File: src/hw/rtl/shfp_pkg.sv
`default_nettype none

package shfp_pkg;

  // Frame layout
  localparam int DataBytes = 36;
  localparam int WordCount = DataBytes / 4;
  localparam int IdxW      = 6;
  localparam int CfgIdxW   = 1;
  localparam int CfgDataW  = 8;

  localparam logic [IdxW-1:0] LastDataIdx = IdxW'(DataBytes);

  // Register reset values and indexes
  localparam logic [7:0] FirstSyncReset  = 8'hFE;
  localparam logic [7:0] SecondSyncReset = 8'h22;

  typedef enum logic [CfgIdxW-1:0] {
    CFG_FIRST_SYNC  = 1'b0,
    CFG_SECOND_SYNC = 1'b1
  } cfg_idx_t;

  typedef enum logic [1:0] {
    PH_HUNT    = 2'd0,
    PH_SECOND  = 2'd1,
    PH_PAYLOAD = 2'd2,
    PH_TRAILER = 2'd3
  } phase_t;

  // One finished frame as handed from the parser to the output stage
  typedef struct packed {
    logic signed [31:0] lat_whole;
    logic signed [31:0] lat_fraction;
    logic signed [31:0] lon_whole;
    logic signed [31:0] lon_fraction;
    logic signed [31:0] east_position;
    logic signed [31:0] north_position;
    logic signed [31:0] east_velocity;
    logic signed [31:0] north_velocity;
    logic signed [31:0] heading;
    logic               sum_ok;
  } result_t;

  // Parser to output stage control
  typedef struct packed {
    logic load;
    logic slot_free;
  } out_ctl_t;

endpackage

`default_nettype wire

File: src/hw/rtl/shfp_byte_if.sv
`default_nettype none

interface shfp_byte_if;
  logic       valid;
  logic       ready;
  logic [7:0] rx_byte;

  modport source (output valid, output rx_byte, input ready);
  modport sink (input valid, input rx_byte, output ready);
endinterface

`default_nettype wire

File: src/hw/rtl/shfp_frame_if.sv
`default_nettype none

interface shfp_frame_if;
  logic               valid;
  logic               ready;
  logic signed [31:0] lat_whole;
  logic signed [31:0] lat_fraction;
  logic signed [31:0] lon_whole;
  logic signed [31:0] lon_fraction;
  logic signed [31:0] east_position;
  logic signed [31:0] north_position;
  logic signed [31:0] east_velocity;
  logic signed [31:0] north_velocity;
  logic signed [31:0] heading;
  logic               sum_ok;

  modport source (
    output valid, input ready,
    output lat_whole, output lat_fraction, output lon_whole, output lon_fraction,
    output east_position, output north_position, output east_velocity,
    output north_velocity, output heading, output sum_ok
  );
  modport sink (
    input valid, output ready,
    input lat_whole, input lat_fraction, input lon_whole, input lon_fraction,
    input east_position, input north_position, input east_velocity,
    input north_velocity, input heading, input sum_ok
  );
endinterface

`default_nettype wire

File: src/hw/rtl/shfp_parser.sv
`default_nettype none

module shfp_parser (
  input  wire logic                            clk,
  input  wire logic                            rst,
  shfp_byte_if.sink                            in_ch,
  input  wire logic                            cfg_we,
  input  wire logic [shfp_pkg::CfgIdxW-1:0]    cfg_index,
  input  wire logic [shfp_pkg::CfgDataW-1:0]   cfg_data,
  input  wire logic                            slot_free,
  output shfp_pkg::out_ctl_t                   ctl,
  output shfp_pkg::result_t                    result
);
  import shfp_pkg::*;

  phase_t          phase, phase_next;
  logic [IdxW-1:0] byte_index, byte_index_next;
  logic [7:0]      running_sum, running_sum_next;
  logic [7:0]      check_byte;
  logic [7:0]      first_sync, second_sync;
  logic [7:0]      data_sr [DataBytes];
  logic            beat;
  logic            store_data;
  logic            store_check;
  logic [31:0]     words [WordCount];

  // Hold off only a trailer beat while the output slot is still occupied
  assign in_ch.ready = slot_free || (phase != PH_TRAILER);
  assign beat        = in_ch.valid && in_ch.ready;

  // Configuration registers
  always_ff @(posedge clk) begin
    if (rst) begin
      first_sync  <= FirstSyncReset;
      second_sync <= SecondSyncReset;
    end else if (cfg_we) begin
      unique case (cfg_idx_t'(cfg_index))
        CFG_FIRST_SYNC:  first_sync  <= cfg_data;
        CFG_SECOND_SYNC: second_sync <= cfg_data;
        default: ;
      endcase
    end
  end

  // Phase sequencing
  always_comb begin
    phase_next       = phase;
    byte_index_next  = byte_index;
    running_sum_next = running_sum;
    store_data       = 1'b0;
    store_check      = 1'b0;
    ctl.load         = 1'b0;
    ctl.slot_free    = slot_free;
    if (beat) begin
      unique case (phase)
        PH_HUNT: begin
          if (in_ch.rx_byte == first_sync) phase_next = PH_SECOND;
        end
        PH_SECOND: begin
          if (in_ch.rx_byte == second_sync) begin
            phase_next       = PH_PAYLOAD;
            byte_index_next  = '0;
            running_sum_next = '0;
          end else begin
            phase_next = PH_HUNT;
          end
        end
        PH_PAYLOAD: begin
          if (byte_index < LastDataIdx) begin
            store_data       = 1'b1;
            running_sum_next = running_sum + in_ch.rx_byte;
            byte_index_next  = byte_index + IdxW'(1);
          end else begin
            store_check     = 1'b1;
            byte_index_next = '0;
            phase_next      = PH_TRAILER;
          end
        end
        PH_TRAILER: begin
          ctl.load        = 1'b1;
          phase_next      = PH_HUNT;
          byte_index_next = '0;
        end
        default: phase_next = PH_HUNT;
      endcase
    end
  end

  always_ff @(posedge clk) begin
    if (rst) begin
      phase       <= PH_HUNT;
      byte_index  <= '0;
      running_sum <= '0;
    end else begin
      phase       <= phase_next;
      byte_index  <= byte_index_next;
      running_sum <= running_sum_next;
    end
  end

  // Data bytes shift in at the top; after a full frame entry 0 holds byte 0
  always_ff @(posedge clk) begin
    if (store_data) begin
      for (int i = 0; i < DataBytes - 1; i++) data_sr[i] <= data_sr[i+1];
      data_sr[DataBytes-1] <= in_ch.rx_byte;
    end
    if (store_check) check_byte <= in_ch.rx_byte;
  end

  // Big-endian words from the stored bytes
  always_comb begin
    for (int k = 0; k < WordCount; k++) begin
      words[k] = {data_sr[4*k], data_sr[4*k+1], data_sr[4*k+2], data_sr[4*k+3]};
    end
  end

  assign result.lat_whole      = words[0];
  assign result.lat_fraction   = words[1];
  assign result.lon_whole      = words[2];
  assign result.lon_fraction   = words[3];
  assign result.east_position  = words[4];
  assign result.north_position = words[5];
  assign result.east_velocity  = words[6];
  assign result.north_velocity = words[7];
  assign result.heading        = words[8];
  assign result.sum_ok         = (running_sum == check_byte);

endmodule

`default_nettype wire

File: src/hw/rtl/shfp_out_reg.sv
`default_nettype none

module shfp_out_reg (
  input  wire logic               clk,
  input  wire logic               rst,
  input  wire shfp_pkg::out_ctl_t ctl,
  input  wire shfp_pkg::result_t  result,
  output logic                    slot_free,
  shfp_frame_if.source            out_ch
);
  import shfp_pkg::*;

  logic    out_valid;
  result_t held;

  assign slot_free = !out_valid || out_ch.ready;

  // Valid flag: set on a finished frame, cleared once the beat is taken
  always_ff @(posedge clk) begin
    if (rst) begin
      out_valid <= 1'b0;
    end else if (ctl.load) begin
      out_valid <= 1'b1;
    end else if (out_ch.ready) begin
      out_valid <= 1'b0;
    end
  end

  // Result payload
  always_ff @(posedge clk) begin
    if (ctl.load && ctl.slot_free) held <= result;
  end

  assign out_ch.valid          = out_valid;
  assign out_ch.lat_whole      = held.lat_whole;
  assign out_ch.lat_fraction   = held.lat_fraction;
  assign out_ch.lon_whole      = held.lon_whole;
  assign out_ch.lon_fraction   = held.lon_fraction;
  assign out_ch.east_position  = held.east_position;
  assign out_ch.north_position = held.north_position;
  assign out_ch.east_velocity  = held.east_velocity;
  assign out_ch.north_velocity = held.north_velocity;
  assign out_ch.heading        = held.heading;
  assign out_ch.sum_ok         = held.sum_ok;

endmodule

`default_nettype wire

File: src/hw/rtl/sync_header_frame_parser_with_sum_check_top.sv
// A frame result becomes valid in the cycle after its trailer byte is accepted.
// Throughput: one received byte per cycle; the trailer byte waits only while
// the previous result still sits unaccepted in the output register.
// Reset (rst, synchronous): parser returns to hunting, sum and index clear,
// sync registers return to 0xFE and 0x22, output register empties.
`default_nettype none

module sync_header_frame_parser_with_sum_check_top (
  input  wire logic                          clk,
  input  wire logic                          rst,
  shfp_byte_if.sink                          in_ch,
  shfp_frame_if.source                       out_ch,
  input  wire logic                          cfg_we,
  input  wire logic [shfp_pkg::CfgIdxW-1:0]  cfg_index,
  input  wire logic [shfp_pkg::CfgDataW-1:0] cfg_data
);
  import shfp_pkg::*;

  out_ctl_t ctl;
  result_t  result;
  logic     slot_free;

  shfp_parser u_parser (
    .clk       (clk),
    .rst       (rst),
    .in_ch     (in_ch),
    .cfg_we    (cfg_we),
    .cfg_index (cfg_index),
    .cfg_data  (cfg_data),
    .slot_free (slot_free),
    .ctl       (ctl),
    .result    (result)
  );

  shfp_out_reg u_out_reg (
    .clk       (clk),
    .rst       (rst),
    .ctl       (ctl),
    .result    (result),
    .slot_free (slot_free),
    .out_ch    (out_ch)
  );

endmodule

`default_nettype wire

File: src/flat_wrapper.sv
// flat-port wrapper written by rule: the top's interface ports become plain ports
module sync_header_frame_parser_with_sum_check_top_flat import shfp_pkg::*;
  (clk, rst, cfg_we, cfg_index, cfg_data, in_ch_valid, in_ch_rx_byte, in_ch_ready, out_ch_valid, out_ch_ready, out_ch_lat_whole, out_ch_lat_fraction, out_ch_lon_whole, out_ch_lon_fraction, out_ch_east_position, out_ch_north_position, out_ch_east_velocity, out_ch_north_velocity, out_ch_heading, out_ch_sum_ok);
  shfp_byte_if in_ch_i ();
  shfp_frame_if out_ch_i ();
  input  wire logic clk;
  input  wire logic rst;
  input  wire logic cfg_we;
  input  wire logic [shfp_pkg::CfgIdxW-1:0] cfg_index;
  input  wire logic [shfp_pkg::CfgDataW-1:0] cfg_data;
  input wire logic [$bits(in_ch_i.valid)-1:0] in_ch_valid;
  input wire logic [$bits(in_ch_i.rx_byte)-1:0] in_ch_rx_byte;
  output wire logic [$bits(in_ch_i.ready)-1:0] in_ch_ready;
  output wire logic [$bits(out_ch_i.valid)-1:0] out_ch_valid;
  input wire logic [$bits(out_ch_i.ready)-1:0] out_ch_ready;
  output wire logic [$bits(out_ch_i.lat_whole)-1:0] out_ch_lat_whole;
  output wire logic [$bits(out_ch_i.lat_fraction)-1:0] out_ch_lat_fraction;
  output wire logic [$bits(out_ch_i.lon_whole)-1:0] out_ch_lon_whole;
  output wire logic [$bits(out_ch_i.lon_fraction)-1:0] out_ch_lon_fraction;
  output wire logic [$bits(out_ch_i.east_position)-1:0] out_ch_east_position;
  output wire logic [$bits(out_ch_i.north_position)-1:0] out_ch_north_position;
  output wire logic [$bits(out_ch_i.east_velocity)-1:0] out_ch_east_velocity;
  output wire logic [$bits(out_ch_i.north_velocity)-1:0] out_ch_north_velocity;
  output wire logic [$bits(out_ch_i.heading)-1:0] out_ch_heading;
  output wire logic [$bits(out_ch_i.sum_ok)-1:0] out_ch_sum_ok;
  assign in_ch_i.valid = in_ch_valid;
  assign in_ch_i.rx_byte = in_ch_rx_byte;
  assign in_ch_ready = in_ch_i.ready;
  assign out_ch_valid = out_ch_i.valid;
  assign out_ch_i.ready = out_ch_ready;
  assign out_ch_lat_whole = out_ch_i.lat_whole;
  assign out_ch_lat_fraction = out_ch_i.lat_fraction;
  assign out_ch_lon_whole = out_ch_i.lon_whole;
  assign out_ch_lon_fraction = out_ch_i.lon_fraction;
  assign out_ch_east_position = out_ch_i.east_position;
  assign out_ch_north_position = out_ch_i.north_position;
  assign out_ch_east_velocity = out_ch_i.east_velocity;
  assign out_ch_north_velocity = out_ch_i.north_velocity;
  assign out_ch_heading = out_ch_i.heading;
  assign out_ch_sum_ok = out_ch_i.sum_ok;
  sync_header_frame_parser_with_sum_check_top u_core (.clk(clk), .rst(rst), .in_ch(in_ch_i), .out_ch(out_ch_i), .cfg_we(cfg_we), .cfg_index(cfg_index), .cfg_data(cfg_data));
endmodule
File: config.mk
export PLATFORM = sky130hd
export DESIGN_NAME = sync_header_frame_parser_with_sum_check_top_flat
export DESIGN_NICKNAME = d
export VERILOG_FILES = /design/src/hw/rtl/shfp_pkg.sv /design/src/hw/rtl/shfp_byte_if.sv /design/src/hw/rtl/shfp_frame_if.sv /design/src/hw/rtl/shfp_parser.sv /design/src/hw/rtl/shfp_out_reg.sv /design/src/hw/rtl/sync_header_frame_parser_with_sum_check_top.sv /design/src/flat_wrapper.sv
export SDC_FILE = /design/constraint.sdc
export NUM_CORES = 1
export LEC_CHECK = 0
export ABC_AREA = 1
export BUFFER_PORTS_ARGS = -buffer_cell sky130_fd_sc_hd__buf_2
export CAP_MARGIN = 15
export CELL_PAD_IN_SITES_DETAIL_PLACEMENT = 1
export CELL_PAD_IN_SITES_GLOBAL_PLACEMENT = 2
export CORE_MARGIN = 4
export CORE_UTILIZATION = 46
export DETAILED_ROUTE_END_ITERATION = 16
export GPL_TIMING_DRIVEN = 0
export MAX_ROUTING_LAYER = met4
export PLACE_DENSITY = 0.89
export SETUP_SLACK_MARGIN = 0.05
export SLEW_MARGIN = 20
export SYNTH_ARGS = -nofsm -noshare
export SYNTH_HDL_FRONTEND = slang
export SYNTH_SLANG_ARGS = --single-unit
File: constraint.sdc
create_clock -name clk -period 27.1 [get_ports clk]
set_clock_uncertainty 0.05 [all_clocks]
set_input_delay 5.42 -clock clk [delete_from_list [all_inputs] [get_ports clk]]
set_output_delay 5.42 -clock clk [all_outputs]
set_load 0.01 [all_outputs]
==> metrics.md, run 1 <==
| Metric | Value |
|---|---|
| Hold_buf cts | `0` |
| Final wirelength | `just over 40000 um` |
| Core Region | `0.0420 mm2` |
| Most frequent cells in the layout | `edfxtp_1, buf_2, nand2_1` |
| Num CTS Buffers | `59` |
| GR Overflow Total | `0` |
| Placed cell areas | `0.0222 mm2` |
| Syn Nets | `926` |
| Synth warnings | `0` |
| Final Setup Violations | `0` |
| Number of post-CTS setup repair buffers | `0` |
| Final Cell Area | `around 0.024 mm2` |
| Post_cts resized | `0` |
| 1st-iter DRT viols | `652` |
| Max Cap Violations | `0` |
| Max FFs per register | `roughly 290` |
| Critical Path Source Type | `primary input` |
| Worst vdd ir | `0.0684 mV` |
| Antenna Cells | `0` |
| Simple-gate share of the synthesized area | `0.0370` |
| Critical Path Slowest Stage Cell | `buf_2` |
| Number of global-route vias before repair | `9926` |
| GP Congestion | `0.738` |
| Syn_area_per_cell | `21.9 um2` |
| CP endpoint kind | `output pin` |
| Largest Register | `u_core.u_parser.data_sr` |
| Nets | `1314` |
| Crit path DAT | `5.84 ns` |
| Dpl cells | `1761` |
| WL/cell | `21.8 um` |
| I/O Buffers | `312` |
| Die Span Y | `215 um` |
| Place WS | `15.78 ns` |
| Clock transition at the registers of the reported paths | `about 0.06 ns` |
| Layout area overhead | `23.0%` |
| Clk_lat worst skew | `approximately 0.6 ns` |
| Max Transition Viols Final | `0` |
| Clk buf depth | `3` |
| Residual DRC | `0` |
| H-Tree Depth | `2` |
| Antenna violations before repair | `0` |
| Worst setup margin | `15.79 ns` |
| Crit path cell chain | `buf_2 > inv_1 > nand3_2 > buf_2` |
| HPWL Detailed | `27000 um` |
| Seq cells post-synth | `618` |
| Initial core utilization | `0.467` |
| Critical path peak fanout | `2` |
| Final cell count without fillers | `1867` |
| Row count | `75` |
| Power per Cell Area | `76.2 mW/mm2` |
| Full die area | `~0.046 mm2` |
| Cell mode on critical path | `buf_2` |
| CTS root buffer | `clkbuf_16` |
| RSZ-0062 raised after global routing | `false` |
| Cell area after synthesis | `0.0196 mm2` |
| Hold WC Path Type | `flop to flop` |
| Worst slew margin | `0.449` |
| Final cycle utilization of the critical path | `0.417` |
| Status | `completed` |
| Worst path bufs/invs | `3` |
| CTS tree | `done` |
| Largest net degree at the start of global routing | `approximately 110` |
| FMAX | `0.0884 GHz` |
| Synth Area in Adders | `0.00612` |
| Leak | `8.52 nW` |
| Synth Area in Compound Gates | `0.0104` |
| Gr usage total | `0.184` |
| Setup TNS | `0 ns` |
| Kind of critical path | `primary input to output pin` |
| First-pass GRT wire length | `63100 um` |
| Cell family with most CP delay | `buffers and inverters` |
| Fin crit period | `between 10 and 15 ns` |
| Main combinational cell family by area after synthesis | `simple AND/OR/NAND/NOR gates` |
| CP peak stage delay | `0.15 ns` |
| Antenna-violating nets left | `0` |
| Post-synthesis mux area share | `0` |
| CP Data Required Time | `between 20 and 25 ns` |
| Netlist cell types | `31` |
| Seq/Total Area, Yosys | `0.929` |
| Cells after synthesis | `~900` |
| Vias | `9165` |
| Die Wd | `215 um` |
| Final hold vios | `0` |
| XOR/XNOR Fraction of Synth Area | `0.00803` |
| Clock sink total | `618` |
| Ports | `313` |
| Fill count | `3752` |
| Pre-antenna DRT Iters | `4` |
| Layout cell share with drive strength beyond 1 | `0.319` |
| Most common cell after layout, fill and taps aside | `edfxtp_1` |
| Worst slew pin tran | `0.826 ns` |
| Drt via density | `4.91` |
[Yosys cell counts]
master | count | area share
o21ai_1 | 1 | 0.00025
nand3_1 | 20 | 0.0051
o211ai_1 | 5 | 0.0019
ha_1 | 8 | 0.0051
nand3_4 | 1 | 0.00089
xnor2_1 | 12 | 0.0054
o22ai_1 | 1 | 0.00032
o21ai_0 | 11 | 0.0028
nor3_1 | 4 | 0.0010
nor2b_1 | 1 | 0.00032
nor4_1 | 1 | 0.00032
nor2_2 | 3 | 0.00096
nand4_1 | 10 | 0.0032
nand2_4 | 1 | 0.00057
edfxtp_1 | 585 | 0.90
clkinv_1 | 1 | 0.00019
clkbuf_1 | 3 | 0.00057
a21oi_1 | 17 | 0.0043
a21o_1 | 1 | 0.00038
or2_2 | 3 | 0.00096
dfxtp_1 | 33 | 0.034
inv_2 | 1 | 0.00019
inv_1 | 44 | 0.0084
nand3_2 | 2 | 0.0010
nor2_1 | 32 | 0.0061
nand2_2 | 2 | 0.00064
fa_1 | 1 | 0.0010
xor2_1 | 6 | 0.0027
nand2_1 | 83 | 0.016
o21bai_1 | 1 | 0.00038
buf_2 | 1 | 0.00025
[area by class of cell]
| type | count | area (um2) | share of cell area |
|---|---|---|---|
| sequential | 618 | 18200 | 0.755 |
| timing repair buffer | 327 | 1930 | 0.0800 |
| clock buffer | 72 | 1530 | 0.0632 |
| multi-input combinational | 227 | 1220 | 0.0505 |
| tap | 539 | 674 | 0.0280 |
| clock inverter | 34 | 358 | 0.0148 |
| inverter | 46 | 180 | 0.00747 |
| buffer | 4 | 16.3 | 0.000674 |
[per-stage QoR]
step / hold slack, ns / power [mW] / util
finish: 0.380 / 1.84 / 0.574
global route: 0.392 / 1.91 / 0.574
CTS: 0.385 / 1.86 / 0.574
detailed placement: 0.357 / 1.07 / 0.529
global placement: 0.354 / 1.06 / 0.520
floorplan: 0.350 / 1.06 / -
[path summary, 6_finish.rpt]
check	start	to	slack, ns	cells past startpoint
setup / recovery	out_ch_ready	in_ch_ready	15.79	4
hold / removal	u_core.u_parser.data_sr[0][1]	u_core.u_out_reg.out_ch.lat_whole[25]	0.38	0
setup reg to reg	u_core.u_parser.byte_index[3]	u_core.u_parser.data_sr[0][1]	24.32	11
hold reg to reg	u_core.u_parser.data_sr[0][1]	u_core.u_out_reg.out_ch.lat_whole[25]	0.38	0
[per-layer routing]
metal / up-vias / track usage / part of all wire
li1: 4175 / - / -
met1: 4621 / 0.225 / 0.40
met2: 329 / 0.306 / 0.51
met3: 40 / 0.0558 / 0.077
met4: 0 / 0.0424 / 0.015
met5: - / - / 0
[worst reg2reg max path, cell delays in order, from the launching register on]
cell     delay (ns)
dfxtp_1        0.35
inv_1          0.11
nand3_1        0.10
nand2_2        0.11
nand2_1        0.12
nor2_4         0.34
buf_12         0.24
buf_12         0.21
buf_16         0.20
buf_12         0.22
buf_12         0.23
buf_16         0.20
[cell families after synthesis]
family | after synthesis
buffers and inverters | 50
and+or+nand+nor | 163
AOI/OAI and AO/OA | 37
adders and majority gates | 9
xor gates and xnor gates | 18
DFF | 618
[power breakdown]
group          leakage, nW  switching [mW]  internal (mW)  total [mW]
Combinational         2.10         0.00879        0.00494      0.0137
Sequential            5.52         0.00101           1.03        1.03
Clock                0.903           0.336          0.458       0.794
Total                 8.52           0.346           1.49        1.84
Note: power is estimated with default switching activity, not from simulation.
==> inputs of run 2 (changes only) <==
Settings changed: CORE_UTILIZATION 46 to 42, PLACE_DENSITY 0.89 to 0.83.
Clock period 27.1 ns to 10.7 ns, I/O delays scaled along.
==> run 2 against run 1 <==
  * Cell count increased by 3.7%
  * Non-clock buffer count unchanged
  * Critical path depth unchanged
  * First-iteration DRC count decreased by 0.46%
  * Routed wire length decreased by 1.4%
  * Clock power increased to 2.7 times the previous value
==> metrics.md, run 2 (synthesis gave the netlist of run 1 again) <==
| Metric | Value |
|---|---|
| 1st-iter DRT viols | `649 (was 652)` |
| Power share of the clock group | `0.445 (was 0.432)` |
| Hold WC Path Type | `flop to flop (unchanged)` |
| Leak | `8.59 nW (was 8.52 nW)` |
| Die Wd | `224 um (was 215 um)` |
| CTS tree | `done (unchanged)` |
| Core Region | `0.0458 mm2 (was 0.0420 mm2)` |
| Number of post-CTS setup repair buffers | `0 (unchanged)` |
| Dpl cells | `1822 (was 1761)` |
| Net Sw Frac | `0.193 (was 0.188)` |
| Vias | `9166 (was 9165)` |
| Hold endpoint | `u_core.u_out_reg.out_ch.lat_whole[24] (was u_core.u_out_reg.out_ch.lat_whole[25])` |
| Critical path peak fanout | `2 (unchanged)` |
| CP Data Required Time | `8.51 ns (was 21.63 ns)` |
| I/O Buffers | `312 (unchanged)` |
| FF-to-FF setup slack | `8.04 ns (was 24.32 ns)` |
| Post_cts resized | `0 (unchanged)` |
| Cell family with most CP delay | `buffers and inverters (unchanged)` |
| Met1 GRT Util | `0.207 (was 0.225)` |
| Final cycle utilization of the critical path | `0.446` |
| Initial core utilization | `0.429 (was 0.467)` |
| GR peak layer | `met2 (unchanged)` |
| Worst vdd ir | `0.217 mV (was 0.0684 mV)` |
| Met2 usage in global routing | `0.263 (was 0.306)` |
| Pre-antenna DRT Iters | `4 (unchanged)` |
| Worst R2R Start | `u_core.u_parser.phase[0] (was u_core.u_parser.byte_index[3])` |
| Crit path cell chain | `buf_2 > inv_1 > nand3_2 > buf_2 (unchanged)` |
| Most common cell after layout, fill and taps aside | `edfxtp_1 (unchanged)` |
| HPWL Detailed | `26600 um (was 27000 um)` |
| Antenna-violating nets left | `0 (unchanged)` |
| Final wirelength | `40200 um (was 40800 um)` |
| CP peak stage delay | `0.16 ns (was 0.15 ns)` |
| FMAX | `0.209 GHz` |
| Drt via density | `4.73 (was 4.91)` |
| First-pass GRT wire length | `60700 um (was 63100 um)` |
| Multi-input logic area | `0.00122 mm2 (unchanged)` |
| Antenna Cells | `0 (unchanged)` |
| GR Overflow Total | `0 (unchanged)` |
| RSZ-0062 raised after global routing | `false (unchanged)` |
| Reg power frac | `0.548 (was 0.561)` |
| Net switching power of the design | `0.919 mW (was 0.346 mW)` |
| Max Transition Viols Final | `0 (unchanged)` |
| Worst slew pin tran | `0.749 ns (was 0.826 ns)` |
| Number of global-route vias before repair | `9802 (was 9926)` |
| Nets | `1315 (was 1314)` |
| Grt met3 use | `0.0434 (was 0.0558)` |
| Worst setup margin | `5.93 ns (was 15.79 ns)` |
| Clock transition at the registers of the reported paths | `0.06 ns (about the same)` |
| Hold Startpoint | `u_core.u_parser.data_sr[0][0] (was u_core.u_parser.data_sr[0][1])` |
| Worst path bufs/invs | `3 (unchanged)` |
| Final cell count without fillers | `1936 (was 1867)` |
| Register area | `0.0182 mm2 (unchanged)` |
| Final Setup Violations | `0 (unchanged)` |
| Fin crit period | `4.77 ns` |
| Status | `completed (unchanged)` |
| Final Power | `4.76 mW (was 1.84 mW)` |
| Most frequent cells in the layout | `edfxtp_1, buf_2, nand2_1 (unchanged)` |
| Largest Register | `u_core.u_parser.data_sr (unchanged)` |
| Critical Path Slowest Stage Cell | `buf_2 (unchanged)` |
| Num CTS Buffers | `60 (was 59)` |
| Clk buf depth | `3 (unchanged)` |
| Worst Hold Depth | `0 (unchanged)` |
| Post-Route Utilization | `0.532 (was 0.574)` |
| Max Cap Violations | `0 (unchanged)` |
| Max FFs per register | `288 (unchanged)` |
| Row count | `78 (was 75)` |
| Comb pwr share | `0.007 (about the same)` |
| Final hold vios | `0 (unchanged)` |
| Clk_lat worst skew | `0.61 ns (was 0.60 ns)` |
| Hold Worst Slack | `0.362 ns (was 0.380 ns)` |
| CP endpoint kind | `output pin (unchanged)` |
| Power per Cell Area | `196 mW/mm2 (was 76.2 mW/mm2)` |
| H-Tree Depth | `2 (unchanged)` |
| Layout area overhead | `24.0% (was 23.0%)` |
| Reg2reg path depth | `9 (was 11)` |
| Worst slew margin | `0.500 (was 0.449)` |
| FF-to-FF End | `u_core.u_out_reg.out_ch.lat_fraction[18] (was u_core.u_parser.data_sr[0][1])` |
| WL/cell | `20.8 um (was 21.8 um)` |
| GP Congestion | `0.752 (was 0.738)` |
| CTS root buffer | `clkbuf_16 (unchanged)` |
| Fill count | `4198 (was 3752)` |
| Gr usage total | `0.162 (was 0.184)` |
| Layout cell share with drive strength beyond 1 | `0.328 (was 0.319)` |
| Cell mode on critical path | `buf_2 (unchanged)` |
| Full die area | `0.0502 mm2 (was 0.0460 mm2)` |
| Antenna violations before repair | `0 (unchanged)` |
| Largest net degree at the start of global routing | `107 (was 105)` |
| Critical Path Source Type | `primary input (unchanged)` |
| Kind of critical path | `primary input to output pin (unchanged)` |
| Place WS | `5.92 ns (was 15.78 ns)` |
| Clock sink total | `618 (unchanged)` |
| Ports | `313 (unchanged)` |
| Residual DRC | `0 (unchanged)` |
| Crit path DAT | `2.58 ns (was 5.84 ns)` |
| Hold_buf cts | `0 (unchanged)` |
| Die Span Y | `224 um (was 215 um)` |
| Int Pwr | `3.84 mW (was 1.49 mW)` |
-- run 2: changes by cell type in the layout (fill, tap and decap cells not counted), moves of 2 or more --
| cell | previous run | this run |
|---|---|---|
| buf_16 | 9 | 7 |
| clkbuf_1 | 16 | 11 |
| clkbuf_8 | 0 | 2 |
| clkinv_1 | 14 | 12 |
| clkinv_2 | 7 | 14 |
| clkinvlp_4 | 4 | 6 |
-- run 2: final cells by class --
cell class | instances | share of cell area
buffer | 4 | 0.000669
clock buffer | 70 | 0.0641
clock inverter | 44 | 0.0193
inverter | 46 | 0.00741
multi-input combinational | 227 | 0.0500
sequential | 618 | 0.749
tap | 600 | 0.0309
timing repair buffer | 327 | 0.0785
-- run 2: how the worst max path moves through the flow --
stage | startpoint | endpoint | slack (ns) | cells past startpoint
after floorplan | out_ch_ready | u_core.u_parser.data_sr[0][0] | 0.14 | 4
after global placement | out_ch_ready | u_core.u_parser.running_sum[7] | -3.51 | 7
after detailed placement | out_ch_ready | in_ch_ready | 5.92 | 4
after CTS | out_ch_ready | in_ch_ready | 5.92 | 4
after global routing | out_ch_ready | in_ch_ready | 5.88 | 4
final | out_ch_ready | in_ch_ready | 5.93 | 4
-- run 2: power groups by stage --
stage,logic [mW],clock network [mW],registers [mW]
6_report,0.0340,2.12,2.61
5_1_grt,0.0392,2.30,2.61
4_1_cts,0.0348,2.18,2.61
3_5_place_dp,0.0345,0,2.66
3_3_place_gp,0.0333,0,2.66
2_1_floorplan,0.0205,0,2.66
-- run 2: per-stage QoR --
step                      setup TNS [ns]  instance area [um2]
after CTS                              0                24300
after global placement          -1233.67                21900
final                                  0                24300
after floorplan                        0                19600
after global routing                   0                24300
after detailed placement               0                22300
-- run 2: per-layer routing --
metal / vias up / share of wire
met2: 316 / 0.50
met4: 0 / 0.017
met3: 55 / 0.072
met5: - / 0
met1: 4620 / 0.41
li1: 4175 / -
==> inputs of run 3 (changes only) <==
Settings changed: CORE_UTILIZATION 42 to 38, PLACE_DENSITY 0.83 to 0.79.
Clock period 10.7 ns to 3.85 ns, I/O delays scaled along.
==> run 3 against run 2 <==
  * Sequential cell count is the same
  * Worst hold slack lost 0.025 ns
  * Count of clock-buffer cells in the layout grew 9
  * Global-route usage shrank 1.6 points
  * Core utilization shrank 5.3 points
  * Via count is essentially flat
  * Routed wire length shrank 1.1%
  * Critical path depth grew 7
==> metrics.md, run 3 (synthesis gave the netlist of run 1 again) <==
| Metric | Value |
|---|---|
| Status | `completed (unchanged)` |
| Initial core utilization | `0.383 (was 0.429)` |
| Drt via density | `4.53 (was 4.73)` |
| Top Layer Used | `met4 (unchanged)` |
| Met3 WL | `2790 um (was 2890 um)` |
| Crit path cell chain | `nand2_1 > inv_1 > nand3_4 > nand2_4 > nor2_4 > buf_12 > buf_16 > buf_12 > buf_16 > buf_16 > buf_16 (was buf_2 > inv_1 > nand3_2 > buf_2)` |
| Crit path DAT | `3.17 ns (was 2.58 ns)` |
| Hold WC Path Type | `primary input to flop (was flop to flop)` |
| Max Transition Viols Final | `0 (unchanged)` |
| Fill count | `4844 (was 4198)` |
| Worst slew pin tran | `0.709 ns (was 0.749 ns)` |
| Worst vdd ir | `0.308 mV (was 0.217 mV)` |
| Net switching power of the design | `2.47 mW (was 0.919 mW)` |
| Final Setup Violations | `0 (unchanged)` |
| Setup TNS | `0 ns (unchanged)` |
| Most common cell after layout, fill and taps aside | `edfxtp_1 (unchanged)` |
| Power per Cell Area | `526 mW/mm2 (was 196 mW/mm2)` |
| Post-Route Utilization | `0.479 (was 0.532)` |
| Critical Path Slowest Stage Cell | `nor2_4 (was buf_2)` |
| Worst setup margin | `0.938 ns (was 5.93 ns)` |
| Comb pwr share | `0.008 (was 0.007)` |
| H-Tree Depth | `2 (unchanged)` |
| Ports | `313 (unchanged)` |
| Core Region | `0.0512 mm2 (was 0.0458 mm2)` |
| GR Overflow Total | `0 (unchanged)` |
| Full die area | `0.0553 mm2 (was 0.0502 mm2)` |
| Die Wd | `235 um (was 224 um)` |
| Worst path bufs/invs | `7 (was 3)` |
| Max FFs per register | `288 (unchanged)` |
| Most frequent cells in the layout | `edfxtp_1, buf_2, nand2_1 (unchanged)` |
| Fin crit period | `just under 3 ns` |
| Reg power frac | `0.563 (was 0.548)` |
| FMAX | `0.343 GHz` |
| Final wirelength | `39800 um (was 40200 um)` |
| Die Span Y | `235 um (was 224 um)` |
| CP peak stage delay | `0.58 ns (was 0.16 ns)` |
| HPWL Detailed | `27400 um (was 26600 um)` |
| Cell mode on critical path | `buf_16 (was buf_2)` |
| Net Sw Frac | `0.192 (was 0.193)` |
| Row count | `83 (was 78)` |
| Antenna violations before repair | `0 (unchanged)` |
| First-pass GRT wire length | `61200 um (was 60700 um)` |
| Layout area overhead | `24.9% (was 24.0%)` |
| GP Congestion | `0.788 (was 0.752)` |
| Max Cap Violations | `0 (unchanged)` |
| Clock transition at the registers of the reported paths | `0.06 ns (about the same)` |
| Nets | `1324 (was 1315)` |
| Pre-antenna DRT Iters | `5 (was 4)` |
| Hold_buf cts | `0 (unchanged)` |
| Power share of the clock group | `0.429 (was 0.445)` |
| Largest net degree at the start of global routing | `37 (was 107)` |
| Wire length on met2 | `19700 um (was 20000 um)` |
| Residual DRC | `0 (unchanged)` |
| Critical Path Source Type | `flop (was primary input)` |
| Number of global-route vias before repair | `9936 (was 9802)` |
| Post_cts resized | `0 (unchanged)` |
| Int Pwr | `10.4 mW (was 3.84 mW)` |
| I/O Buffers | `312 (unchanged)` |
| Vias | `9169 (was 9166)` |
| Num CTS Buffers | `61 (was 60)` |
| CTS tree | `done (unchanged)` |
| CTS root buffer | `clkbuf_16 (unchanged)` |
| Clk buf depth | `3 (unchanged)` |
| Place WS | `0.483 ns (was 5.92 ns)` |
| Antenna Cells | `0 (unchanged)` |
| CP Data Required Time | `4.11 ns (was 8.51 ns)` |
| Gr usage total | `0.146 (was 0.162)` |
| Worst slew margin | `0.527 (was 0.500)` |
| Largest Register | `u_core.u_parser.data_sr (unchanged)` |
| M1 WL | `16800 um (was 16700 um)` |
| Final hold vios | `0 (unchanged)` |
| Layout cell share with drive strength beyond 1 | `0.323 (was 0.328)` |
| Critical path peak fanout | `25 (was 2)` |
| CP endpoint kind | `flop (was output pin)` |
| Clk_lat worst skew | `0.61 ns (about the same)` |
| Number of post-CTS setup repair buffers | `0 (unchanged)` |
| Clock sink total | `618 (unchanged)` |
| Leak | `8.60 nW (was 8.59 nW)` |
| Antenna-violating nets left | `0 (unchanged)` |
| Cell family with most CP delay | `buffers and inverters (unchanged)` |
| Kind of critical path | `flop to flop (was primary input to output pin)` |
| Final cycle utilization of the critical path | `0.756` |
| FF-to-FF setup slack | `0.94 ns (was 8.04 ns)` |
| WL/cell | `19.7 um (was 20.8 um)` |
| RSZ-0062 raised after global routing | `false (unchanged)` |
| 1st-iter DRT viols | `542 (was 649)` |
## run 3: cell types whose count changed in the layout (fill, tap and decap cells not counted), sizes merged
cell | before | now
clkinvlp | 6 | 5
inv | 48 | 45
clkinv | 29 | 28
buf | 328 | 336
clkbuf | 73 | 82
bufinv | 7 | 3
## run 3: routing by layer
metal,GRT usage,up-vias
met1,0.183,4612
met5,-,-
li1,-,4197
met2,0.240,307
met3,0.0429,53
met4,0.0343,0
## run 3: final cells by class
| cell class | instances | area, um2 | share of cell area |
|---|---|---|---|
| flip-flops and latches | 618 | 18200 | 0.743 |
| repair buffers | 335 | 2100 | 0.0858 |
| clock buffers | 79 | 1590 | 0.0650 |
| multi-input cells | 227 | 1240 | 0.0505 |
| well taps | 680 | 851 | 0.0347 |
| clock inverters | 35 | 295 | 0.0120 |
| inverters | 46 | 194 | 0.00791 |
| plain buffers | 4 | 16.3 | 0.000663 |
## run 3: path summary, 6_finish.rpt
kind	start	to	cells after the start
worst min register to register	u_core.u_parser.data_sr[0][2]	u_core.u_out_reg.out_ch.lat_whole[26]	0
worst max-delay path	u_core.u_parser.phase[0]	u_core.u_parser.data_sr[8][6]	11
worst max register to register	u_core.u_parser.phase[0]	u_core.u_parser.data_sr[8][6]	11
worst min-delay path	rst	u_core.u_parser.running_sum[7]	2
## run 3: worst register-to-register path: stages, from the launching register on
cell and delay, ns:
dfxtp_1 0.36, nand2_1 0.09, inv_1 0.10, nand3_4 0.12, nand2_4 0.10, nor2_4 0.58, buf_12 0.27, buf_16 0.20
buf_12 0.21, buf_16 0.20, buf_16 0.18, buf_16 0.17
## run 3: power groups by stage
stage | sequential [mW] | clock [mW] | combinational (mW)
2_1_floorplan | 7.40 | 0 | 0.0592
3_3_place_gp | 7.40 | 0 | 0.0960
3_5_place_dp | 7.40 | 0 | 0.100
4_1_cts | 7.26 | 5.72 | 0.101
5_1_grt | 7.26 | 6.05 | 0.113
6_report | 7.26 | 5.53 | 0.0988
## run 3: stage by stage
step	total power [mW]	instances	cell area, um2	hold slack (ns)
after floorplan	7.46	895	19700	0.350
after global placement	7.50	1887	22100	0.353
after detailed placement	7.50	1910	22600	0.360
after CTS	13.1	2024	24500	0.280
after global routing	13.4	2024	24500	0.305
final	12.9	2024	24500	0.337
